<file path="config.mk">
export PLATFORM = sky130hd
export DESIGN_NAME = voxel_row_face_emitter_flat
export DESIGN_NICKNAME = d
export VERILOG_FILES = /design/src/design/vrfe_pkg.sv /design/src/design/vrfe_row_if.sv /design/src/design/vrfe_face_if.sv /design/src/design/vrfe_front.sv /design/src/design/vrfe_queue.sv /design/src/design/vrfe_back.sv /design/src/design/voxel_row_face_emitter.sv /design/src/flat_wrapper.sv
export VERILOG_INCLUDE_DIRS = /design/src /design/src/design
export SDC_FILE = /design/constraint.sdc
export NUM_CORES = 1
export LEC_CHECK = 0
export ABC_AREA = 0
export BUFFER_PORTS_ARGS = -buffer_cell sky130_fd_sc_hd__buf_2
export CAP_MARGIN = 30
export CORE_AREA = 2 2 163 165
export DETAILED_ROUTE_END_ITERATION = 8
export DIE_AREA = 0 0 165 167
export PLACE_DENSITY = 0.6
export SYNTH_ARGS = -nofsm -noshare
export SYNTH_HDL_FRONTEND = slang
export SYNTH_SLANG_ARGS = --single-unit
</file>
<file path="constraint.sdc">
create_clock -name clk_i -period 6.2 [get_ports clk_i]
set_clock_uncertainty 0.2 [all_clocks]
set_input_delay 0.62 -clock clk_i [delete_from_list [all_inputs] [get_ports clk_i]]
set_output_delay 0.62 -clock clk_i [all_outputs]
set_load 0.1 [all_outputs]
</file>
<file path="src/design/assert_macros.svh">
// Assertion helpers shared by the design files.
`ifndef ASSERT_MACROS_SVH
`define ASSERT_MACROS_SVH

// Check a property on every clock edge outside of reset.
`define VRFE_ASSERT(lbl, prop, msg) \
  lbl: assert property (@(posedge clk_i) disable iff (!rst_ni) (prop)) else $error(msg);

// Check a property on every clock edge, reset included.
`define VRFE_ASSERT_ALWAYS(lbl, prop, msg) \
  lbl: assert property (@(posedge clk_i) (prop)) else $error(msg);

`endif

</file>
<file path="src/design/vrfe_pkg.sv">
package vrfe_pkg;

  localparam int unsigned CELL_W    = 4;
  localparam int unsigned OCC_W     = 16;
  localparam int unsigned SLOT_W    = 2 * OCC_W;
  localparam int unsigned SLOT_IDX_W = 5;
  localparam int unsigned COORD_W   = 5;
  localparam int unsigned CORNER_W  = 3 * COORD_W;
  localparam int unsigned CNT_W     = 17;
  localparam int unsigned CODE_W    = 3;
  localparam int unsigned Q_DEPTH   = 2;
  localparam int unsigned Q_PTR_W   = 1;
  localparam int unsigned Q_CNT_W   = 2;
  localparam logic [CNT_W-1:0] VERTS_PER_FACE = CNT_W'(4);

  typedef enum logic [1:0] {
    AXIS_X    = 2'd0,
    AXIS_Y    = 2'd1,
    AXIS_Z    = 2'd2,
    AXIS_NONE = 2'd3
  } axis_e;

  typedef enum logic [CODE_W-1:0] {
    FACE_POS_X = 3'd0,
    FACE_NEG_X = 3'd1,
    FACE_POS_Y = 3'd2,
    FACE_NEG_Y = 3'd3,
    FACE_NEG_Z = 3'd4,
    FACE_POS_Z = 3'd5
  } face_e;

  // One occupancy row.
  typedef struct packed {
    logic              chunk_start;
    logic [1:0]        axis;
    logic [CELL_W-1:0] outer_a;
    logic [CELL_W-1:0] outer_b;
    logic [OCC_W-1:0]  occupancy_bits;
  } row_t;

  // One emitted face.
  typedef struct packed {
    logic [CODE_W-1:0]   face_code;
    logic [CELL_W-1:0]   cell_x;
    logic [CELL_W-1:0]   cell_y;
    logic [CELL_W-1:0]   cell_z;
    logic [CORNER_W-1:0] corner_zero;
    logic [CORNER_W-1:0] corner_one;
    logic [CORNER_W-1:0] corner_two;
    logic [CORNER_W-1:0] corner_three;
    logic [CNT_W-1:0]    base_index;
    logic                last_face;
  } face_t;

  // Classified row: two face slots per cell, in emission order.
  typedef struct packed {
    logic              chunk_start;
    logic [1:0]        axis;
    logic [CELL_W-1:0] outer_a;
    logic [CELL_W-1:0] outer_b;
    logic [SLOT_W-1:0] slots;
  } entry_t;

  // Corner offsets per face code, corner zero in the top bits, each {ox, oy, oz}.
  function automatic logic [11:0] corner_offsets(logic [CODE_W-1:0] code);
    logic [11:0] ofs;
    unique case (code)
      FACE_POS_X: ofs = {3'b111, 3'b101, 3'b110, 3'b100};
      FACE_NEG_X: ofs = {3'b010, 3'b000, 3'b011, 3'b001};
      FACE_POS_Y: ofs = {3'b010, 3'b011, 3'b110, 3'b111};
      FACE_NEG_Y: ofs = {3'b001, 3'b000, 3'b101, 3'b100};
      FACE_NEG_Z: ofs = {3'b110, 3'b100, 3'b010, 3'b000};
      FACE_POS_Z: ofs = {3'b011, 3'b001, 3'b111, 3'b101};
      default:    ofs = '0;
    endcase
    return ofs;
  endfunction

  // Pack one corner as x | y << 5 | z << 10.
  function automatic logic [CORNER_W-1:0] pack_corner(logic [CELL_W-1:0] x,
                                                      logic [CELL_W-1:0] y,
                                                      logic [CELL_W-1:0] z,
                                                      logic [2:0] ofs);
    logic [COORD_W-1:0] px;
    logic [COORD_W-1:0] py;
    logic [COORD_W-1:0] pz;
    px = {1'b0, x} + COORD_W'(ofs[2]);
    py = {1'b0, y} + COORD_W'(ofs[1]);
    pz = {1'b0, z} + COORD_W'(ofs[0]);
    return {pz, py, px};
  endfunction

endpackage

</file>
<file path="src/design/vrfe_row_if.sv">
interface vrfe_row_if;
  logic             valid;
  logic             ready;
  vrfe_pkg::row_t   data;

  modport source (output valid, output data, input ready);
  modport sink   (input valid, input data, output ready);
endinterface

</file>
<file path="src/design/vrfe_face_if.sv">
interface vrfe_face_if;
  logic             valid;
  logic             ready;
  vrfe_pkg::face_t  data;

  modport source (output valid, output data, input ready);
  modport sink   (input valid, input data, output ready);
endinterface

</file>
<file path="src/design/vrfe_front.sv">
module vrfe_front #(
  parameter int unsigned ROW_CELLS = 16
) (
  vrfe_row_if.sink         row_i,
  output logic             push_o,
  output vrfe_pkg::entry_t entry_o,
  input  logic             full_i
);

  localparam int unsigned EffCells = (ROW_CELLS < vrfe_pkg::OCC_W) ? ROW_CELLS
                                                                   : vrfe_pkg::OCC_W;
  localparam logic [vrfe_pkg::OCC_W-1:0] RowMask =
    vrfe_pkg::OCC_W'((33'd1 << EffCells) - 33'd1);

  logic [vrfe_pkg::OCC_W-1:0] row;
  logic [vrfe_pkg::OCC_W-1:0] next_exp;
  logic [vrfe_pkg::OCC_W-1:0] prev_exp;
  logic [vrfe_pkg::OCC_W-1:0] first_side;
  logic [vrfe_pkg::OCC_W-1:0] second_side;
  logic [vrfe_pkg::SLOT_W-1:0] slots;

  // Find exposed faces on both sides of each solid cell
  assign row      = row_i.data.occupancy_bits & RowMask;
  assign next_exp = row & ~(row >> 1);
  assign prev_exp = row & ~(row << 1);

  // Order the two sides by face code; drop rows on the unused axis
  always_comb begin
    case (row_i.data.axis)
      vrfe_pkg::AXIS_Z: begin
        first_side  = prev_exp;
        second_side = next_exp;
      end
      vrfe_pkg::AXIS_NONE: begin
        first_side  = '0;
        second_side = '0;
      end
      default: begin
        first_side  = next_exp;
        second_side = prev_exp;
      end
    endcase
  end

  // Interleave into slots: slot 2c is the first face of cell c, 2c+1 the second
  always_comb begin
    for (int c = 0; c < vrfe_pkg::OCC_W; c++) begin
      slots[2*c]   = first_side[c];
      slots[2*c+1] = second_side[c];
    end
  end

  assign row_i.ready = !full_i;
  assign push_o      = row_i.valid && !full_i;

  assign entry_o.chunk_start = row_i.data.chunk_start;
  assign entry_o.axis        = row_i.data.axis;
  assign entry_o.outer_a     = row_i.data.outer_a;
  assign entry_o.outer_b     = row_i.data.outer_b;
  assign entry_o.slots       = slots;

endmodule

</file>
<file path="src/design/vrfe_queue.sv">
`include "assert_macros.svh"

module vrfe_queue (
  input  logic             clk_i,
  input  logic             rst_ni,
  input  logic             push_i,
  input  vrfe_pkg::entry_t entry_i,
  output logic             full_o,
  input  logic             pop_i,
  output logic             empty_o,
  output vrfe_pkg::entry_t entry_o
);

  vrfe_pkg::entry_t mem_q [vrfe_pkg::Q_DEPTH];

  logic [vrfe_pkg::Q_PTR_W-1:0] wr_ptr_q, wr_ptr_d;
  logic [vrfe_pkg::Q_PTR_W-1:0] rd_ptr_q, rd_ptr_d;
  logic [vrfe_pkg::Q_CNT_W-1:0] count_q, count_d;
  logic                         do_push;
  logic                         do_pop;

  assign full_o  = (count_q == vrfe_pkg::Q_CNT_W'(vrfe_pkg::Q_DEPTH));
  assign empty_o = (count_q == '0);
  assign do_push = push_i && !full_o;
  assign do_pop  = pop_i && !empty_o;
  assign entry_o = mem_q[rd_ptr_q];

  // Advance pointers and occupancy
  always_comb begin
    wr_ptr_d = do_push ? wr_ptr_q + 1'b1 : wr_ptr_q;
    rd_ptr_d = do_pop ? rd_ptr_q + 1'b1 : rd_ptr_q;
    count_d  = count_q;
    if (do_push && !do_pop) begin
      count_d = count_q + 1'b1;
    end else if (do_pop && !do_push) begin
      count_d = count_q - 1'b1;
    end
  end

  always_ff @(posedge clk_i or negedge rst_ni) begin
    if (!rst_ni) begin
      wr_ptr_q <= '0;
      rd_ptr_q <= '0;
      count_q  <= '0;
    end else begin
      wr_ptr_q <= wr_ptr_d;
      rd_ptr_q <= rd_ptr_d;
      count_q  <= count_d;
    end
  end

  // Store incoming words
  always_ff @(posedge clk_i) begin
    if (do_push) begin
      mem_q[wr_ptr_q] <= entry_i;
    end
  end

  `VRFE_ASSERT(q_count_bound, count_q <= vrfe_pkg::Q_CNT_W'(vrfe_pkg::Q_DEPTH),
               "queue occupancy above depth")
  `VRFE_ASSERT(q_ptr_track, (wr_ptr_q - rd_ptr_q) == count_q[vrfe_pkg::Q_PTR_W-1:0],
               "queue pointers disagree with occupancy")

endmodule

</file>
<file path="src/design/vrfe_back.sv">
`include "assert_macros.svh"

module vrfe_back (
  input  logic             clk_i,
  input  logic             rst_ni,
  input  logic             empty_i,
  input  vrfe_pkg::entry_t entry_i,
  output logic             pop_o,
  vrfe_face_if.source      face_o
);

  logic [vrfe_pkg::SLOT_W-1:0]     slots_q, slots_d;
  logic [1:0]                      axis_q;
  logic [vrfe_pkg::CELL_W-1:0]     outer_a_q;
  logic [vrfe_pkg::CELL_W-1:0]     outer_b_q;
  logic [vrfe_pkg::CNT_W-1:0]      counter_q, counter_d;
  logic                            face_valid_q, face_valid_d;
  vrfe_pkg::face_t                 face_q;
  vrfe_pkg::face_t                 face_d;

  logic                            busy;
  logic                            emit;
  logic                            last;
  logic [vrfe_pkg::SLOT_W-1:0]     lowest;
  logic [vrfe_pkg::SLOT_W-1:0]     remain;
  logic [vrfe_pkg::SLOT_IDX_W-1:0] slot_idx;
  logic [vrfe_pkg::CELL_W-1:0]     cell_pos;
  logic [vrfe_pkg::CELL_W-1:0]     fx, fy, fz;
  logic [vrfe_pkg::CODE_W-1:0]     code;
  logic [11:0]                     ofs;

  // Pick the lowest pending face slot
  assign busy   = (slots_q != '0);
  assign lowest = slots_q & (~slots_q + 1'b1);
  assign remain = slots_q & ~lowest;
  assign last   = (remain == '0);

  always_comb begin
    slot_idx = '0;
    for (int i = 0; i < vrfe_pkg::SLOT_W; i++) begin
      slot_idx = slot_idx | (lowest[i] ? vrfe_pkg::SLOT_IDX_W'(i) : '0);
    end
  end

  // Place the cell in the chunk and name the face
  assign cell_pos = slot_idx[vrfe_pkg::SLOT_IDX_W-1:1];

  always_comb begin
    unique case (axis_q)
      vrfe_pkg::AXIS_X: begin
        fx = cell_pos;
        fy = outer_a_q;
        fz = outer_b_q;
      end
      vrfe_pkg::AXIS_Y: begin
        fx = outer_a_q;
        fy = cell_pos;
        fz = outer_b_q;
      end
      default: begin
        fx = outer_a_q;
        fy = outer_b_q;
        fz = cell_pos;
      end
    endcase
  end

  assign code = {axis_q, slot_idx[0]};
  assign ofs  = vrfe_pkg::corner_offsets(code);

  // Build the face word
  always_comb begin
    face_d.face_code    = code;
    face_d.cell_x       = fx;
    face_d.cell_y       = fy;
    face_d.cell_z       = fz;
    face_d.corner_zero  = vrfe_pkg::pack_corner(fx, fy, fz, ofs[11:9]);
    face_d.corner_one   = vrfe_pkg::pack_corner(fx, fy, fz, ofs[8:6]);
    face_d.corner_two   = vrfe_pkg::pack_corner(fx, fy, fz, ofs[5:3]);
    face_d.corner_three = vrfe_pkg::pack_corner(fx, fy, fz, ofs[2:0]);
    face_d.base_index   = counter_q;
    face_d.last_face    = last;
  end

  // Emit when the output register is free; load the next row after the last face
  assign emit  = busy && (!face_valid_q || face_o.ready);
  assign pop_o = !empty_i && (!busy || (emit && last));

  always_comb begin
    slots_d = slots_q;
    if (pop_o) begin
      slots_d = entry_i.slots;
    end else if (emit) begin
      slots_d = remain;
    end
  end

  // Clear on chunk start, which follows any face of the previous row
  always_comb begin
    counter_d = counter_q;
    if (pop_o && entry_i.chunk_start) begin
      counter_d = '0;
    end else if (emit) begin
      counter_d = counter_q + vrfe_pkg::VERTS_PER_FACE;
    end
  end

  always_comb begin
    face_valid_d = face_valid_q;
    if (emit) begin
      face_valid_d = 1'b1;
    end else if (face_o.ready) begin
      face_valid_d = 1'b0;
    end
  end

  always_ff @(posedge clk_i or negedge rst_ni) begin
    if (!rst_ni) begin
      slots_q      <= '0;
      counter_q    <= '0;
      face_valid_q <= 1'b0;
    end else begin
      slots_q      <= slots_d;
      counter_q    <= counter_d;
      face_valid_q <= face_valid_d;
    end
  end

  // Hold row coordinates and the face word
  always_ff @(posedge clk_i) begin
    if (pop_o) begin
      axis_q    <= entry_i.axis;
      outer_a_q <= entry_i.outer_a;
      outer_b_q <= entry_i.outer_b;
    end
    if (emit) begin
      face_q <= face_d;
    end
  end

  assign face_o.valid = face_valid_q;
  assign face_o.data  = face_q;

  `VRFE_ASSERT(back_base_aligned, face_valid_q |-> (face_q.base_index[1:0] == 2'b00),
               "base index not a multiple of four")
  `VRFE_ASSERT(back_code_legal,
               face_valid_q |-> (face_q.face_code <= vrfe_pkg::FACE_POS_Z),
               "face code out of range")
  `VRFE_ASSERT(back_one_face_per_emit,
               (emit && !last) |=> ($countones(slots_q) == $past($countones(slots_q)) - 1),
               "scan did not retire exactly one face")
  `VRFE_ASSERT_ALWAYS(back_idle_after_reset, !rst_ni |=> !face_valid_q || !$past(rst_ni) ||
                      $past(emit), "face valid without a face emitted")

endmodule

</file>
<file path="src/design/voxel_row_face_emitter.sv">
// Voxel row face emitter.
// Input channel row_i: one occupancy row per word (chunk_start, axis, two outer
// coordinates, one solid bit per cell). Output channel face_o: one word per
// exposed face, with owning cell, face code, four packed corners, base vertex
// index and a last_face flag on the final face of the row.
// A front stage classifies each row into face slots and writes it into a
// two-entry queue; a back stage scans the slots and emits one face per cycle,
// while the receiver does not stall, into an output register.
// Row hand-over: the back stage takes the next row from the queue in the same
// cycle it emits the row's last face; a row holds at most 16 faces.
// Path: an accepted row is written into the queue, then loaded into the
// back-stage slot register, and each face is registered in the output register.
// chunk_start clears the vertex counter before the row's first face; the
// counter advances by four per face and wraps at 2^17.
// Reset clears the queue, the scan and the counter; no face is pending after.
// When the receiver stalls the face word holds, the scan pauses, and rows are
// still accepted until the queue is full.
module voxel_row_face_emitter #(
  parameter int unsigned ROW_CELLS = 16
) (
  input  logic        clk_i,
  input  logic        rst_ni,
  vrfe_row_if.sink    row_i,
  vrfe_face_if.source face_o
);

  logic             push;
  logic             full;
  logic             pop;
  logic             empty;
  vrfe_pkg::entry_t entry_in;
  vrfe_pkg::entry_t entry_out;

  vrfe_front #(
    .ROW_CELLS(ROW_CELLS)
  ) u_front (
    .row_i   (row_i),
    .push_o  (push),
    .entry_o (entry_in),
    .full_i  (full)
  );

  vrfe_queue u_queue (
    .clk_i   (clk_i),
    .rst_ni  (rst_ni),
    .push_i  (push),
    .entry_i (entry_in),
    .full_o  (full),
    .pop_i   (pop),
    .empty_o (empty),
    .entry_o (entry_out)
  );

  vrfe_back u_back (
    .clk_i   (clk_i),
    .rst_ni  (rst_ni),
    .empty_i (empty),
    .entry_i (entry_out),
    .pop_o   (pop),
    .face_o  (face_o)
  );

endmodule

</file>
<file path="src/flat_wrapper.sv">
// flat-port wrapper written by rule: the top's interface ports become plain ports
module voxel_row_face_emitter_flat 
#(
  parameter int unsigned ROW_CELLS = 16
)
  (clk_i, rst_ni, row_i_valid, row_i_data, row_i_ready, face_o_valid, face_o_data, face_o_ready);
  vrfe_row_if row_i_i ();
  vrfe_face_if face_o_i ();
  input  logic clk_i;
  input  logic rst_ni;
  input wire logic [$bits(row_i_i.valid)-1:0] row_i_valid;
  input wire logic [$bits(row_i_i.data)-1:0] row_i_data;
  output wire logic [$bits(row_i_i.ready)-1:0] row_i_ready;
  output wire logic [$bits(face_o_i.valid)-1:0] face_o_valid;
  output wire logic [$bits(face_o_i.data)-1:0] face_o_data;
  input wire logic [$bits(face_o_i.ready)-1:0] face_o_ready;
  assign row_i_i.valid = row_i_valid;
  assign row_i_i.data = row_i_data;
  assign row_i_ready = row_i_i.ready;
  assign face_o_valid = face_o_i.valid;
  assign face_o_data = face_o_i.data;
  assign face_o_i.ready = face_o_ready;
  voxel_row_face_emitter #(.ROW_CELLS(ROW_CELLS)) u_core (.clk_i(clk_i), .rst_ni(rst_ni), .row_i(row_i_i), .face_o(face_o_i));
endmodule
</file>
==> flow_metrics.env <==
export IMPL_syn_area_um2=10100
export IMPL_clk_pin_slew_ps=60
export IMPL_synth_top_area_share=0.494
export IMPL_maxCapViolations=0
export IMPL_grt_remaining_overflow=0
export IMPL_rsz0062_at_grt="false"
export IMPL_hpwl_mm=15.3
export IMPL_fin_crit_ps=4430
export IMPL_maxSlewViolCount=0
export IMPL_drive_gt1_frac=0.230
export IMPL_pre_cts_ws_ps=1850
export IMPL_post_route_period_util=0.715
export IMPL_final_hold_viol_count=0
export IMPL_synthTopCellsByArea="edfxtp_1 49%, dfrtp_1 13%, mux2i_1 3.4%"
export IMPL_synth_flop_cell="edfxtp_1"
export IMPL_cts_resized=0
export IMPL_power_leakage_nw=4.82
export IMPL_fmax_ghz=0.226
export IMPL_core_um2=25800
export IMPL_grt_max_degree=59
export IMPL_fin_ws_ps=1770
export IMPL_ant_nets=0
export IMPL_layout_commonest_cell="edfxtp_1"
export IMPL_crit_path_end_kind="flop"
export IMPL_wl_mm=21.9
export IMPL_drc=0
export IMPL_die_w_um=165
export IMPL_synth_seq_cells=219
export IMPL_netlist_top_cell_by_area="edfxtp_1"
export IMPL_tns_ps=0
export IMPL_grt_antenna_before_repair=1
export IMPL_die_h_um=167
export IMPL_async_flop_share=0.237
export IMPL_diodes=0
export IMPL_drt_iter0_markers=492
export IMPL_dieArea_um2=27600
export IMPL_dr_pass1_iters=5
export IMPL_vias=6534
export IMPL_powerDensity_nw_per_um2=402
export IMPL_grt_pass1_vias=6305
export IMPL_worstMarginPinSlew_ps=889
export IMPL_arrival_ps=4670
export IMPL_ys_warn_count=0
export IMPL_clock_sinks=219
export IMPL_placed_cells_incl_taps=1205
export IMPL_wl_per_cell_um=17.5
export IMPL_vias_per_cell=5.23
export IMPL_max_slew_margin_rel=0.399
export IMPL_syn_avg_cell_area_um2=12.6
export IMPL_seq_area_frac_synth=0.622
export IMPL_setup_viol=0
export IMPL_grt_use_total=0.160
export IMPL_ios=126
export IMPL_outcome="finished, final reports clean"
export IMPL_crit_path_start_kind="flop"
export IMPL_synth_edf_count=167
export IMPL_grt_pass1_wl_mm=34.8
export IMPL_area_growth_pct=14.5
export IMPL_fin_cells=1249
export IMPL_critPathKind="reg2reg"
export IMPL_vdd_drop_max_v=0.000341
export IMPL_timing_rr_start="u_core.u_back.slots_q[0]$_DFFE_PN0P_"
export IMPL_cts_tree="built"
export IMPL_port_buffers=123
export IMPL_postCtsSetupRepairBufs=0
export IMPL_num_nets_final=945
export IMPL_cts_buffers=24
export IMPL_hp_class="in2async"
export IMPL_critPathRequiredTime_ps=6440
export IMPL_cts_max_level=1
export IMPL_gp_congestion=0.912
export IMPL_syn_inst=803
export IMPL_ys_types=69
export IMPL_row_count=59
export IMPL_cp_max_fo=34
export IMPL_mostFrequentLayoutCells="167 x edfxtp_1, 123 x buf_2, 68 x nor2_1"
export IMPL_cts_hold_buf=0
export IMPL_cts_root_buffer="clkbuf_16"
export IMPL_start_util=0.394
export IMPL_critPathLaunch="u_core.u_back.slots_q[0]$_DFFE_PN0P_"
export IMPL_cts_path_max_buffers=3
export IMPL_clk_latency_ps=520
export IMPL_hold_worst_slack_ps=5.80
-- synth_stat cells, drive strengths merged (5+ instances only) --
master,count
a211oi,8
a21o,5
a21oi,20
and3,13
and4,5
buf,39
clkbuf,24
dfrtp,52
edfxtp,167
ha,18
inv,20
mux2,11
mux2i,34
nand2,44
nand2b,7
nand3,9
nand4,15
nor2,79
nor3,16
nor4,20
o21a,27
o21ai,62
o31ai,7
o41ai,5
or3,6
xnor2,21
xor2,15
-- final cells by class --
type                       instances  area, um^2
multi-input combinational        501        3390
clock buffer                      29         629
inverter                          21        78.8
clock inverter                    15         116
timing repair buffer             129         673
sequential                       219        6320
tap                              335         419
fill                            2312       14100
-- kinds of logic (layout without fill, tap and decap cells) --
group | Yosys count | in the layout | share of synthesized area
adders and majority gates | 18 | 18 | 0.0222
other | 1 | 2 | 0.000369
muxes | 45 | 45 | 0.0457
AOI/OAI and AO/OA | 162 | 162 | 0.106
buffers and inverters | 84 | 194 | 0.0447
and+or+nand+nor | 238 | 238 | 0.127
DFF | 219 | 219 | 0.622
xor gates and xnor gates | 36 | 36 | 0.0311
-- final timing paths --
check / endpoint / slack [ps] / cells after the start
setup / recovery: u_core.u_queue.count_q[1]$_DFFE_PN0P_ / 1770 / 12
max in group asynchronous: u_core.u_queue.rd_ptr_q$_DFFE_PN0P_ / 5310 / 2
hold / removal: u_core.u_queue.wr_ptr_q$_DFFE_PN0P_ / 6 / 2
setup reg to reg: u_core.u_queue.count_q[1]$_DFFE_PN0P_ / 1770 / 12
min in group clk_i: u_core.u_queue.mem_q[0][36]$_DFFE_PP_ / 80 / 1
hold reg to reg: u_core.u_back.face_o.data[17]$_DFFE_PP_ / 280 / 0
-- critical path: stages (launching register included) --
cell,delay [ps]
dfrtp_1,490
nor4_4,660
nand4_1,520
or3_1,550
a2bb2oi_1,160
nand4_1,170
or4_4,480
a21o_1,210
buf_4,240
ha_1,240
xor2_1,140
nor2_1,120
xor2_1,160
-- registers in the layout, summed over array words and instances, names as in the netlist --
| name | flops |
|---|---|
| u_core.u_back.axis_q | 2 |
| u_core.u_back.outer_b_q | 4 |
| u_core.u_queue.mem_q | 86 |
| u_core.u_back.face_o.data | 71 |
| u_core.u_queue.wr_ptr_q | 1 |
| u_core.u_back.slots_q | 32 |
| u_core.u_back.outer_a_q | 4 |
| u_core.u_queue.count_q | 2 |
| u_core.u_back.counter_q | 15 |
| u_core.u_queue.rd_ptr_q | 1 |
| u_core.u_back.face_o.valid | 1 |
-- power breakdown --
group	switching (mW)	internal, mW	leakage, nW
clock network	0.575	0.769	0.367
registers	0.104	1.89	2.28
logic	1.07	0.256	2.18
-- per-stage QoR --
stage,utilization,instance area (um^2),power (mW)
2_1_floorplan,-,10200,3.10
3_3_place_gp,0.422,10900,3.35
3_5_place_dp,0.422,10900,3.37
4_1_cts,0.451,11600,4.72
5_1_grt,0.451,11600,4.88
6_report,0.451,11600,4.67
-- routing by layer --
metal	vias up	routed length [um]	track usage
met3	41	1310	0.0244
met1	3114	10100	0.234
met5	-	0	0
li1	3167	-	-
met2	212	9840	0.244
met4	0	620	0.0541
Note: power is estimated with default switching activity, not from simulation.
